`src/pfsw_pkg.sv`:
```
package pfsw_pkg;

  localparam int unsigned ColorW    = 32;
  localparam int unsigned AddrW     = 32;
  localparam int unsigned DataW     = 32;
  localparam int unsigned CountW    = 3;
  localparam int unsigned ColW      = 12;
  localparam int unsigned RowPixW   = 13;
  localparam int unsigned PitchW    = 16;
  localparam int unsigned DepthW    = 6;
  localparam int unsigned WidthsW   = 12;
  localparam int unsigned ShiftW    = 5;
  localparam int unsigned CfgIdxW   = 3;
  localparam int unsigned CfgDataW  = 32;
  localparam int unsigned InTdataW  = 32;
  localparam int unsigned OutTdataW = 72;
  localparam int unsigned DefFifoDepth = 2;

  localparam logic [RowPixW-1:0] RowMax = RowPixW'(4096);

  localparam logic [DepthW-1:0] Bpp8  = DepthW'(8);
  localparam logic [DepthW-1:0] Bpp15 = DepthW'(15);
  localparam logic [DepthW-1:0] Bpp16 = DepthW'(16);
  localparam logic [DepthW-1:0] Bpp24 = DepthW'(24);
  localparam logic [DepthW-1:0] Bpp32 = DepthW'(32);

  localparam logic [CountW-1:0] Bytes1 = CountW'(1);
  localparam logic [CountW-1:0] Bytes2 = CountW'(2);
  localparam logic [CountW-1:0] Bytes3 = CountW'(3);
  localparam logic [CountW-1:0] Bytes4 = CountW'(4);

  typedef enum logic [CfgIdxW-1:0] {
    CfgPixelDepth   = 3'd0,
    CfgChanWidths   = 3'd1,
    CfgRedShift     = 3'd2,
    CfgGreenShift   = 3'd3,
    CfgBlueShift    = 3'd4,
    CfgRowPixels    = 3'd5,
    CfgRowPitch     = 3'd6,
    CfgFrameBase    = 3'd7
  } cfg_idx_e;

  typedef struct packed {
    logic [DepthW-1:0]   pixel_depth;
    logic [WidthsW-1:0]  channel_widths;
    logic [ShiftW-1:0]   red_shift;
    logic [ShiftW-1:0]   green_shift;
    logic [ShiftW-1:0]   blue_shift;
    logic [RowPixW-1:0]  row_pixels;
    logic [PitchW-1:0]   row_pitch;
    logic [AddrW-1:0]    frame_base;
  } cfg_t;

  // queued word: color channels, frame-relative byte offset, bytes per pixel
  typedef struct packed {
    logic [7:0]        red;
    logic [7:0]        green;
    logic [7:0]        blue;
    logic [AddrW-1:0]  offset;
    logic [CountW-1:0] bytes;
  } entry_t;

  function automatic logic [7:0] cut_channel(input logic [7:0] v, input logic [3:0] w);
    logic [7:0] r;
    r = '0;
    if (w == 4'd0) begin
      r = '0;
    end else if (w >= 4'd8) begin
      r = v;
    end else begin
      r = v >> (4'd8 - w);
    end
    return r;
  endfunction

endpackage

```
`src/pixel_format_scanout_writer_core.sv`:
```
// Converts one 0xRRGGBBAA pixel per clock into one framebuffer write word:
// a 3-3-2 index at 8 bpp, or width-cut and shifted channels at 15/16/24/32 bpp,
// with address frame_base + row offset + column * bytes per pixel. Sustained
// rate is one pixel per cycle; each pixel reaches the output by way of
// a short queue and the output register. Pixels at an unsupported
// depth are taken and dropped without advancing the position. Input stalls
// only when the queue is full because the output is backpressured.
module pixel_format_scanout_writer_core #(
  parameter int unsigned FifoDepth = pfsw_pkg::DefFifoDepth
) (
  input  logic                             clk_i,
  input  logic                             rst_ni,
  input  logic                             cfg_we_i,
  input  logic [pfsw_pkg::CfgIdxW-1:0]     cfg_index_i,
  input  logic [pfsw_pkg::CfgDataW-1:0]    cfg_wdata_i,
  input  logic                             s_axis_tvalid,
  output logic                             s_axis_tready,
  input  logic [pfsw_pkg::InTdataW-1:0]    s_axis_tdata,  // [31:0] color_rgba
  input  logic                             s_axis_tuser,  // [0] frame_start
  output logic                             m_axis_tvalid,
  input  logic                             m_axis_tready,
  // [31:0] write_address, [63:32] write_data, [66:64] byte_count, rest zero
  output logic [pfsw_pkg::OutTdataW-1:0]   m_axis_tdata
);
  import pfsw_pkg::*;

  cfg_t              cfg_q;
  entry_t            push_entry, pop_entry;
  logic              push, pop, q_full, q_empty;
  logic [AddrW-1:0]  write_address;
  logic [DataW-1:0]  write_data;
  logic [CountW-1:0] byte_count;

  always_ff @(posedge clk_i or negedge rst_ni) begin
    if (!rst_ni) begin
      cfg_q.pixel_depth    <= Bpp32;
      cfg_q.channel_widths <= WidthsW'(2184);
      cfg_q.red_shift      <= ShiftW'(16);
      cfg_q.green_shift    <= ShiftW'(8);
      cfg_q.blue_shift     <= '0;
      cfg_q.row_pixels     <= RowPixW'(640);
      cfg_q.row_pitch      <= PitchW'(2560);
      cfg_q.frame_base     <= '0;
    end else if (cfg_we_i) begin
      unique case (cfg_idx_e'(cfg_index_i))
        CfgPixelDepth: cfg_q.pixel_depth    <= cfg_wdata_i[DepthW-1:0];
        CfgChanWidths: cfg_q.channel_widths <= cfg_wdata_i[WidthsW-1:0];
        CfgRedShift:   cfg_q.red_shift      <= cfg_wdata_i[ShiftW-1:0];
        CfgGreenShift: cfg_q.green_shift    <= cfg_wdata_i[ShiftW-1:0];
        CfgBlueShift:  cfg_q.blue_shift     <= cfg_wdata_i[ShiftW-1:0];
        CfgRowPixels:  cfg_q.row_pixels     <= cfg_wdata_i[RowPixW-1:0];
        CfgRowPitch:   cfg_q.row_pitch      <= cfg_wdata_i[PitchW-1:0];
        CfgFrameBase:  cfg_q.frame_base     <= cfg_wdata_i[AddrW-1:0];
        default: ;
      endcase
    end
  end

  pfsw_front u_front (
    .clk_i         (clk_i),
    .rst_ni        (rst_ni),
    .cfg_i         (cfg_q),
    .in_valid_i    (s_axis_tvalid),
    .in_ready_o    (s_axis_tready),
    .color_rgba_i  (s_axis_tdata),
    .frame_start_i (s_axis_tuser),
    .q_full_i      (q_full),
    .push_o        (push),
    .entry_o       (push_entry)
  );

  pfsw_fifo #(
    .Depth (FifoDepth)
  ) u_fifo (
    .clk_i   (clk_i),
    .rst_ni  (rst_ni),
    .push_i  (push),
    .wdata_i (push_entry),
    .full_o  (q_full),
    .pop_i   (pop),
    .empty_o (q_empty),
    .rdata_o (pop_entry)
  );

  pfsw_back u_back (
    .clk_i           (clk_i),
    .rst_ni          (rst_ni),
    .cfg_i           (cfg_q),
    .q_empty_i       (q_empty),
    .entry_i         (pop_entry),
    .pop_o           (pop),
    .out_valid_o     (m_axis_tvalid),
    .out_ready_i     (m_axis_tready),
    .write_address_o (write_address),
    .write_data_o    (write_data),
    .byte_count_o    (byte_count)
  );

  assign m_axis_tdata = {5'd0, byte_count, write_data, write_address};

endmodule

```
`src/pfsw_front.sv`:
```
module pfsw_front (
  input  logic                       clk_i,
  input  logic                       rst_ni,
  input  pfsw_pkg::cfg_t             cfg_i,
  input  logic                       in_valid_i,
  output logic                       in_ready_o,
  input  logic [pfsw_pkg::ColorW-1:0] color_rgba_i,
  input  logic                       frame_start_i,
  input  logic                       q_full_i,
  output logic                       push_o,
  output pfsw_pkg::entry_t           entry_o
);
  import pfsw_pkg::*;

  logic [ColW-1:0]    col_q, col_d, col_base;
  logic [AddrW-1:0]   roff_q, roff_d, roff_base;
  logic [CountW-1:0]  bytes;
  logic               supported;
  logic               accept;
  logic [ColW+1:0]    col_bytes;
  logic [RowPixW-1:0] limit;
  logic [RowPixW-1:0] next_col;

  always_comb begin
    supported = 1'b1;
    bytes     = Bytes4;
    unique case (cfg_i.pixel_depth) inside
      Bpp8:          bytes = Bytes1;
      Bpp15, Bpp16:  bytes = Bytes2;
      Bpp24:         bytes = Bytes3;
      Bpp32:         bytes = Bytes4;
      default:       supported = 1'b0;
    endcase
  end

  assign in_ready_o = ~q_full_i;
  assign accept     = in_valid_i & in_ready_o;
  assign push_o     = accept & supported;

  assign col_base  = frame_start_i ? '0 : col_q;
  assign roff_base = frame_start_i ? '0 : roff_q;

  always_comb begin
    case (bytes)
      Bytes1:  col_bytes = {2'b00, col_base};
      Bytes2:  col_bytes = {1'b0, col_base, 1'b0};
      Bytes3:  col_bytes = {2'b00, col_base} + {1'b0, col_base, 1'b0};
      default: col_bytes = {col_base, 2'b00};
    endcase
  end

  always_comb begin
    entry_o.red    = color_rgba_i[31:24];
    entry_o.green  = color_rgba_i[23:16];
    entry_o.blue   = color_rgba_i[15:8];
    entry_o.offset = roff_base + AddrW'(col_bytes);
    entry_o.bytes  = bytes;
  end

  always_comb begin
    if (cfg_i.row_pixels == '0) begin
      limit = RowPixW'(1);
    end else if (cfg_i.row_pixels > RowMax) begin
      limit = RowMax;
    end else begin
      limit = cfg_i.row_pixels;
    end
    next_col = {1'b0, col_base} + RowPixW'(1);
    col_d  = col_q;
    roff_d = roff_q;
    if (accept) begin
      col_d  = col_base;
      roff_d = roff_base;
      if (supported) begin
        if (next_col >= limit) begin
          col_d  = '0;
          roff_d = roff_base + AddrW'(cfg_i.row_pitch);
        end else begin
          col_d  = next_col[ColW-1:0];
        end
      end
    end
  end

  always_ff @(posedge clk_i or negedge rst_ni) begin
    if (!rst_ni) begin
      col_q  <= '0;
      roff_q <= '0;
    end else begin
      col_q  <= col_d;
      roff_q <= roff_d;
    end
  end

endmodule

```
`src/pfsw_fifo.sv`:
```
module pfsw_fifo #(
  parameter int unsigned Depth = pfsw_pkg::DefFifoDepth
) (
  input  logic             clk_i,
  input  logic             rst_ni,
  input  logic             push_i,
  input  pfsw_pkg::entry_t wdata_i,
  output logic             full_o,
  input  logic             pop_i,
  output logic             empty_o,
  output pfsw_pkg::entry_t rdata_o
);
  import pfsw_pkg::*;

  localparam int unsigned PtrW = (Depth > 1) ? $clog2(Depth) : 1;
  localparam int unsigned CntW = $clog2(Depth + 1);
  localparam logic [PtrW-1:0] LastPtr = PtrW'(Depth - 1);
  localparam logic [CntW-1:0] FullCnt = CntW'(Depth);

  entry_t          mem_q [Depth];
  logic [PtrW-1:0] wptr_q, wptr_d, rptr_q, rptr_d;
  logic [CntW-1:0] cnt_q, cnt_d;

  assign full_o  = (cnt_q == FullCnt);
  assign empty_o = (cnt_q == '0);
  assign rdata_o = mem_q[rptr_q];

  always_comb begin
    wptr_d = wptr_q;
    rptr_d = rptr_q;
    cnt_d  = cnt_q;
    if (push_i) begin
      wptr_d = (wptr_q == LastPtr) ? '0 : wptr_q + PtrW'(1);
    end
    if (pop_i) begin
      rptr_d = (rptr_q == LastPtr) ? '0 : rptr_q + PtrW'(1);
    end
    if (push_i && !pop_i) begin
      cnt_d = cnt_q + CntW'(1);
    end else if (!push_i && pop_i) begin
      cnt_d = cnt_q - CntW'(1);
    end
  end

  always_ff @(posedge clk_i or negedge rst_ni) begin
    if (!rst_ni) begin
      wptr_q <= '0;
      rptr_q <= '0;
      cnt_q  <= '0;
    end else begin
      wptr_q <= wptr_d;
      rptr_q <= rptr_d;
      cnt_q  <= cnt_d;
    end
  end

  always_ff @(posedge clk_i) begin
    if (push_i) begin
      mem_q[wptr_q] <= wdata_i;
    end
  end

  a_cnt_bound: assert property (@(posedge clk_i) disable iff (!rst_ni)
    cnt_q <= FullCnt) else $error("queue count overflow");

  a_no_underflow: assert property (@(posedge clk_i) disable iff (!rst_ni)
    pop_i |-> !empty_o) else $error("pop from empty queue");

  a_cnt_grow: assert property (@(posedge clk_i) disable iff (!rst_ni)
    (push_i && !pop_i) |=> cnt_q == $past(cnt_q) + CntW'(1))
    else $error("queue count did not track push");

endmodule

```
`src/pfsw_back.sv`:
```
module pfsw_back (
  input  logic                         clk_i,
  input  logic                         rst_ni,
  input  pfsw_pkg::cfg_t               cfg_i,
  input  logic                         q_empty_i,
  input  pfsw_pkg::entry_t             entry_i,
  output logic                         pop_o,
  output logic                         out_valid_o,
  input  logic                         out_ready_i,
  output logic [pfsw_pkg::AddrW-1:0]   write_address_o,
  output logic [pfsw_pkg::DataW-1:0]   write_data_o,
  output logic [pfsw_pkg::CountW-1:0]  byte_count_o
);
  import pfsw_pkg::*;

  logic              valid_q;
  logic [AddrW-1:0]  addr_q;
  logic [DataW-1:0]  data_q, data_d, packed_rgb;
  logic [CountW-1:0] cnt_q;
  logic [7:0]        r_cut, g_cut, b_cut;

  assign pop_o = ~q_empty_i & (~valid_q | out_ready_i);

  always_comb begin
    r_cut = cut_channel(entry_i.red,   cfg_i.channel_widths[11:8]);
    g_cut = cut_channel(entry_i.green, cfg_i.channel_widths[7:4]);
    b_cut = cut_channel(entry_i.blue,  cfg_i.channel_widths[3:0]);
    packed_rgb = (DataW'(r_cut) << cfg_i.red_shift)
               | (DataW'(g_cut) << cfg_i.green_shift)
               | (DataW'(b_cut) << cfg_i.blue_shift);
    case (entry_i.bytes)
      Bytes1:  data_d = {24'd0, entry_i.red[7:5], entry_i.green[7:5], entry_i.blue[7:6]};
      Bytes2:  data_d = {16'd0, packed_rgb[15:0]};
      Bytes3:  data_d = {8'd0, packed_rgb[23:0]};
      default: data_d = packed_rgb;
    endcase
  end

  always_ff @(posedge clk_i or negedge rst_ni) begin
    if (!rst_ni) begin
      valid_q <= 1'b0;
    end else if (pop_o) begin
      valid_q <= 1'b1;
    end else if (out_ready_i) begin
      valid_q <= 1'b0;
    end
  end

  always_ff @(posedge clk_i) begin
    if (pop_o) begin
      addr_q <= cfg_i.frame_base + entry_i.offset;
      data_q <= data_d;
      cnt_q  <= entry_i.bytes;
    end
  end

  assign out_valid_o     = valid_q;
  assign write_address_o = addr_q;
  assign write_data_o    = data_q;
  assign byte_count_o    = cnt_q;

endmodule
```
`config.mk`:
```
export PLATFORM = sky130hd
export DESIGN_NAME = pixel_format_scanout_writer_core
export DESIGN_NICKNAME = d
export VERILOG_FILES = /design/src/pfsw_pkg.sv /design/src/pixel_format_scanout_writer_core.sv /design/src/pfsw_front.sv /design/src/pfsw_fifo.sv /design/src/pfsw_back.sv
export SDC_FILE = /design/constraint.sdc
export NUM_CORES = 1
export LEC_CHECK = 0
export BUFFER_PORTS_ARGS = -buffer_cell sky130_fd_sc_hd__buf_2
export CORE_UTILIZATION = 64
export CTS_BUF_LIST = sky130_fd_sc_hd__clkbuf_4
export CTS_CLUSTER_SIZE = 28
export DETAILED_ROUTE_END_ITERATION = 10
export PLACE_DENSITY = 0.84
export SYNTH_ARGS = -nofsm -noshare
export SYNTH_HDL_FRONTEND = slang
export SYNTH_SLANG_ARGS = --single-unit
export TNS_END_PERCENT = 100
```
`constraint.sdc`:
```
create_clock -name clk_i -period 12.5 [get_ports clk_i]
set_input_delay 0.625 -clock clk_i [delete_from_list [all_inputs] [get_ports clk_i]]
set_output_delay 0.625 -clock clk_i [all_outputs]
set_load 0.01 [all_outputs]
```
==> results.json, run 1 <==
{
  "overflow": 0,
  "worstPathArrival_ps": 6500,
  "io-pin-count": 147,
  "met3_length_um": 3100,
  "nNetsFinal": 2300,
  "clockRootBuffer": "clkbuf_4",
  "ir_worst_vdd_mv": 0.173,
  "cts_buffers": 85,
  "ff2ff_path_depth": 19,
  "dr_wl_met2_um": 26800,
  "cellLeakagePower_nw": 9.14,
  "start_util_pct": 64.9,
  "drive_gt1_share_pct": 22.5,
  "die_area_um2": 32700,
  "post-cts-setup-buffers": 0,
  "core_um2": 31600,
  "fp.dieW_um": 181,
  "min_period_ps": 5930,
  "pwr-share-clk_pct": 23.1,
  "syn-cell-area_um2": 20500,
  "max-cap-violations": 0,
  "wl_met1_um": 22100,
  "gp_congestion": 0.953,
  "clk_path_buf_depth": 3,
  "tritoncts": "done",
  "grt_setup_unrepaired": "false",
  "min_path_cells": 1,
  "seq_power_share_pct": 36.6,
  "chipHeight_um": 181,
  "final_common_cell": "nand2_1",
  "setup_tns_ps": 0,
  "grt_pass1_wl_um": 86200,
  "clock-sinks": 328,
  "portBuffers": 133,
  "critPathKind": "flip-flop to flip-flop",
  "antenna_found_initial": 1,
  "start_kind": "flip-flop",
  "cp-end-kind": "flip-flop",
  "crit_start": "u_front.col_q[1]$_DFFE_PN0P_",
  "maxSlewViolCount": 0,
  "ctsResizeCount": 0,
  "status": "finished clean",
  "final_util_pct": 72.3,
  "synth-seq-cells": 328,
  "postCtsHoldBufs": 19,
  "viasPerCell": 6.35,
  "p_total_mw": 4.44,
  "htree_levels": 3,
  "syn_avg_cell_area_um2": 10.4,
  "area_growth_pct": 11.3,
  "comb_power_share_pct": 40.3,
  "switching_power_mw": 1.68,
  "pwr_density_cell_nw_per_um2": 195,
  "yosysSeqAreaShare_pct": 44.6,
  "drt_pre_antenna_iters": 7,
  "crit_path_max_fanout": 8,
  "hp-start": "s_axis_tdata[10]",
  "drt_iter0_drc": 1382,
  "ys_types": 86,
  "dr.max_layer_used": "met4",
  "r2r_start": "u_front.col_q[1]$_DFFE_PN0P_",
  "insertion_delay_ps": 790,
  "yosysTopAreaCell": "edfxtp_1",
  "clock_skew_ps": 55.2,
  "swShare_pct": 37.9,
  "hp-class": "input pin to flip-flop",
  "drt-total-wl_um": 54900,
  "finalSetupViolations": 0,
  "ys.flop_type": "edfxtp_1",
  "synthTopCellsByArea": "edfxtp_1 27%, dfrtp_1 16%, mux2_2 7.8%",
  "synth_edf_count": 185,
  "post-dp-hpwl_um": 38800,
  "post-route-period-util_pct": 47.4,
  "worstMarginPinSlew_ps": 1110,
  "drcViolationCount": 0,
  "rrSetupSlack_ps": 6570,
  "max-slew-margin-rel_pct": 25.8,
  "fmax_mhz": 169,
  "hold_viol": 0,
  "routedWlPerCell_um": 21.0,
  "synth_async_sr_flop_share_pct": 43.6,
  "grt_max_degree": 97,
  "yosysWarnings": 0,
  "hold_ws_ps": 56.8,
  "vias": 16578,
  "cp.required_ps": 13070,
  "clk_pin_slew_ps": 90,
  "grtUsageTotal_pct": 33.8,
  "final_cell_mix": "200 x nand2_1, 185 x edfxtp_1, 142 x mux2_2",
  "synth_top_area_share_pct": 27.1,
  "ant_nets": 0,
  "p_int_mw": 2.76,
  "fp-row-count": 65,
  "grt_pass1_vias": 16245,
  "synth_cells": 1973
}
cells in the mapped netlist (12+ instances only):
library cell,number
nor2b_1,47
or2_2,16
a31oi_1,20
inv_1,60
a21oi_1,112
o21bai_1,12
a22oi_1,21
nor3_1,55
xnor2_1,84
dfrtp_1,133
xor2_1,19
nand3_1,33
a211oi_1,17
o221ai_1,13
o21a_1,22
mux4_2,22
o211ai_1,19
mux2i_1,47
ha_1,86
nand2_1,200
edfxtp_1,185
clkbuf_1,65
and3_1,12
o21ai_0,95
mux2_2,142
nor2_1,137
nand2b_1,24
and2_1,16
a21o_1,24
a22o_1,13
o31ai_1,22
routing by layer:
metal	track usage, %	vias to the layer above
met3	5.62	176
met2	57.2	677
met4	18.9	0
met1	41.4	8011
li1	-	7714
met5	0	-
cells by family after synthesis:
| kind of cell | after synthesis | synth area share [%] |
|---|---|---|
| AOI/OAI and AO/OA | 491 | 16.1 |
| buffers and inverters | 160 | 3.16 |
| xor gates and xnor gates | 103 | 4.40 |
| muxes | 211 | 12.5 |
| other | 1 | 0.0183 |
| adders and majority gates | 89 | 5.54 |
| DFF | 328 | 44.6 |
| and+or+nand+nor | 590 | 13.6 |
power by group through the flow:
stage          clock network (mW)  registers [mW]  logic [mW]
2_1_floorplan                   0            1.62        1.26
3_3_place_gp                    0            1.63        1.72
3_5_place_dp                    0            1.65        1.75
4_1_cts                      1.05            1.63        1.77
5_1_grt                      1.10            1.66        1.93
6_report                     1.03            1.63        1.79
final cells by class:
class	instances	area, µm²
Clock inverter	22	181
Multi-Input combinational cell	1489	10700
Clock buffer	136	1020
Timing Repair Buffer	167	975
Antenna cell	1	2.50
Tap cell	402	503
Inverter	67	251
Fill cell	2356	8750
Sequential cell	328	9150
worst max-delay path, stage by stage, from the launching register on:
cell and delay (ps):
dfrtp_1 510, nor2b_1 330, ha_1 300, ha_1 230
inv_1 90, a211oi_1 320, xor2_1 150, a221oi_1 290
a211oi_1 90, a221o_1 280, mux2_2 290, ha_1 340
or2_2 140, o311ai_0 160, o31ai_1 490, o31ai_1 230
o2111a_1 410, nor3_1 590, nand2_1 150, xnor2_1 330
registers in the layout, summed over array words and instances (netlist names):
signal                  flops
u_back.out_valid_o          1
cfg_q                      94
u_fifo.mem_q              118
u_fifo.wptr_q               1
u_back.byte_count_o         3
u_front.col_q              12
u_front.roff_q             32
u_back.write_address_o     32
u_fifo.cnt_q                2
u_back.write_data_o        32
u_fifo.rptr_q               1
path summary, 6_finish.rpt:
| check | end |
|---|---|
| max in group asynchronous | u_fifo.rptr_q$_DFFE_PN0P_ |
| worst min-delay path | u_fifo.mem_q[1][37]$_DFFE_PP_ |
| worst max register to register | u_fifo.mem_q[1][34]$_DFFE_PP_ |
| worst max-delay path | u_fifo.mem_q[1][34]$_DFFE_PP_ |
| min in group asynchronous | u_front.roff_q[30]$_DFFE_PN0P_ |
| worst min register to register | u_front.roff_q[8]$_DFFE_PN0P_ |
per-stage QoR:
stage,std cells,setup WS [ps],area (µm²)
after floorplan,1977,6730,20500
after global placement,2434,6440,21400
after detailed placement,2434,6250,21400
after CTS,2611,6650,22800
after global routing,2612,6140,22800
final,2612,6570,22800
No activity file was read; power rests on OpenSTA's default activity.
==> inputs of run 2 (changes only) <==
- CORE_UTILIZATION: 64 -> 57
- PLACE_DENSITY: 0.84 -> 0.79
- clock period: 12.5 -> 4.82 ns (I/O delays scaled with it)
==> run 2 against run 1 <==
Against the previous run:
- power increased to 2.6 times the previous value
- count of clock-buffer cells in the layout decreased by 1
- combinational power increased to 2.7 times the previous value
- non-clock buffer count increased by 78
- hold slack improved by 32 ps
- register-to-register slack got worse by 6400 ps
- sequential power increased to 2.6 times the previous value
- global-route usage decreased by 2.2 points
- first-iteration DRC count increased by 23%
- wire length increased by 5.6%
- final cell count increased by 5.4%
- core utilization decreased by 5.6 points
==> results.json, run 2 (same netlist as run 1, synthesis figures left out) <==
{
  "clock_skew_ps": 69.5,
  "hold_ws_ps": 88.6,
  "r2r_start": "u_front.col_q[1]$_DFFE_PN0P_",
  "insertion_delay_ps": 800,
  "cp-end-kind": "flip-flop",
  "status": "finished clean",
  "io-pin-count": 147,
  "path_cells": "nor2b_4 > ha_2 > ha_2 > inv_1 > a211oi_2 > xor2_1 > a221oi_1 > a211oi_1 > a221o_1 > mux2_2 > ha_4 > or2_2 > o311ai_1 > o31ai_1 > o31ai_1 > o2111a_2 > nor4_4 > xnor2_1 > nor2_1",
  "ff2ff_path_depth": 19,
  "largest_register": "u_fifo.mem_q",
  "portBuffers": 133,
  "ant_nets": 0,
  "overflow": 0,
  "cp.required_ps": 5330,
  "fp-row-count": 69,
  "grt_pass1_vias": 16329,
  "met3_length_um": 4230,
  "fmax_mhz": 213,
  "final_cell_mix": "199 x nand2_1, 185 x edfxtp_1, 142 x mux2_2",
  "dr_wl_met2_um": 26800,
  "vias": 17102,
  "fill_cells": 2678,
  "grt_pass1_wl_um": 89200,
  "drt_iter0_drc": 1694,
  "drt-total-wl_um": 58000,
  "pwr_density_cell_nw_per_um2": 494,
  "clk_pin_slew_ps": 60,
  "dpl.cell_count": 2522,
  "nNetsFinal": 2380,
  "final_common_cell": "nand2_1",
  "drt_pre_antenna_iters": 7,
  "drcViolationCount": 0,
  "max-slew-margin-rel_pct": 22.4,
  "fp.dieW_um": 192,
  "worstPathArrival_ps": 5210,
  "worstMarginPinSlew_ps": 1160,
  "gp_congestion": 0.975,
  "cts_buffers": 87,
  "critPathKind": "flip-flop to flip-flop",
  "largest_reg_flops": 118,
  "finalSetupViolations": 0,
  "clk_path_buf_depth": 3,
  "maxSlewViolCount": 0,
  "routedWlPerCell_um": 21.1,
  "hold_viol": 0,
  "grt_max_degree": 102,
  "tritoncts": "done",
  "core_um2": 35500,
  "rrSetupSlack_ps": 120,
  "crit_path_max_fanout": 7,
  "antenna_found_initial": 1,
  "cellLeakagePower_nw": 9.52,
  "instances_no_fill": 2752,
  "ir_worst_vdd_mv": 0.359,
  "min_period_ps": 4700,
  "wl_met1_um": 24600,
  "cp_slowest_cell": "dfrtp_1",
  "clock-sinks": 328,
  "start_kind": "flip-flop",
  "clockRootBuffer": "clkbuf_4",
  "slowest_delay_ps": 430,
  "area_growth_pct": 15.5,
  "dr.max_layer_used": "met4",
  "post-dp-hpwl_um": 41600,
  "r2r_end": "u_fifo.mem_q[1][32]$_DFFE_PP_",
  "chipHeight_um": 192,
  "hp-class": "input pin to async pin",
  "viasPerCell": 6.21,
  "max-cap-violations": 0,
  "post-route-period-util_pct": 97.5,
  "start_util_pct": 57.7,
  "drive_gt1_share_pct": 23.5,
  "die_area_um2": 36700,
  "htree_levels": 3,
  "grtUsageTotal_pct": 31.6,
  "reg_top3": "u_fifo.mem_q: 118 flops, cfg_q: 94 flops"
}
-- run 2: stage by stage --
stage          area (µm²)  setup TNS, ps  utilization (%)  worst slack, ps  total power, mW
5_1_grt             23700          -11.5             66.7            -7.11             12.3
3_5_place_dp        21700           -405             61.2            -70.0             8.92
2_1_floorplan       20500              0                -             7.83             7.48
3_3_place_gp        21700              0             61.2              169             8.81
6_report            23700              0             66.7              121             11.7
4_1_cts             23600          -4.49             66.5            -4.49             11.6
-- run 2: worst max-delay path: cells and delay by family (launching register included) --
kind / cells / cell delay [ps]
and+or+nand+nor: 4 / 700
DFF: 1 / 430
muxes: 1 / 320
buffers and inverters: 1 / 70
adders and majority gates: 3 / 660
AOI/OAI and AO/OA: 8 / 1920
xor gates and xnor gates: 2 / 300
-- run 2: what timing repair did --
item,CTS,global route
pin swaps,1,8
setup buffers,0,1
gates cloned,0,0
setup endpoints to repair,12,52
hold buffers,67,0
gates resized for setup,2,15
endpoints found under the hold margin,241,0
-- run 2: final cells by class --
class | instances | area, µm² | area share (%)
Antenna cell | 1 | 2.50 | 0.0106
Clock buffer | 135 | 1010 | 4.28
Clock inverter | 26 | 195 | 0.825
Inverter | 67 | 251 | 1.06
Multi-Input combinational cell | 1489 | 10800 | 45.6
Sequential cell | 328 | 9150 | 38.7
Tap cell | 461 | 577 | 2.44
Timing Repair Buffer | 245 | 1680 | 7.10
-- run 2: how the worst max path moves through the flow --
| stage | start | to | slack [ps] | cells after the start |
|---|---|---|---|---|
| finish | u_front.col_q[1]$_DFFE_PN0P_ | u_fifo.mem_q[1][32]$_DFFE_PP_ | 120 | 19 |
| global route | u_front.col_q[0]$_DFFE_PN0P_ | u_fifo.mem_q[1][18]$_DFFE_PP_ | -7 | 20 |
| CTS | u_front.col_q[1]$_DFFE_PN0P_ | u_fifo.mem_q[1][32]$_DFFE_PP_ | -4 | 19 |
| detailed placement | s_axis_tuser | u_fifo.mem_q[0][26]$_DFFE_PP_ | -70 | 22 |
| global placement | s_axis_tuser | u_fifo.mem_q[0][26]$_DFFE_PP_ | 170 | 22 |
| floorplan | s_axis_tuser | u_fifo.mem_q[0][26]$_DFFE_PP_ | 8 | 23 |
-- run 2: metal layers --
metal / vias up / GRT usage, %
met5: - / 0
met4: 0 / 14.6
met3: 179 / 5.70
met2: 844 / 49.8
met1: 8191 / 42.5
li1: 7888 / -
-- run 2: power breakdown --
part / switching, mW / leakage (nW) / total [mW] / internal, mW
registers: 0.502 / 3.49 / 4.28 / 3.78
clock network: 1.20 / 0.705 / 2.64 / 1.44
logic: 2.75 / 5.33 / 4.77 / 2.01
total: 4.46 / 9.52 / 11.7 / 7.23
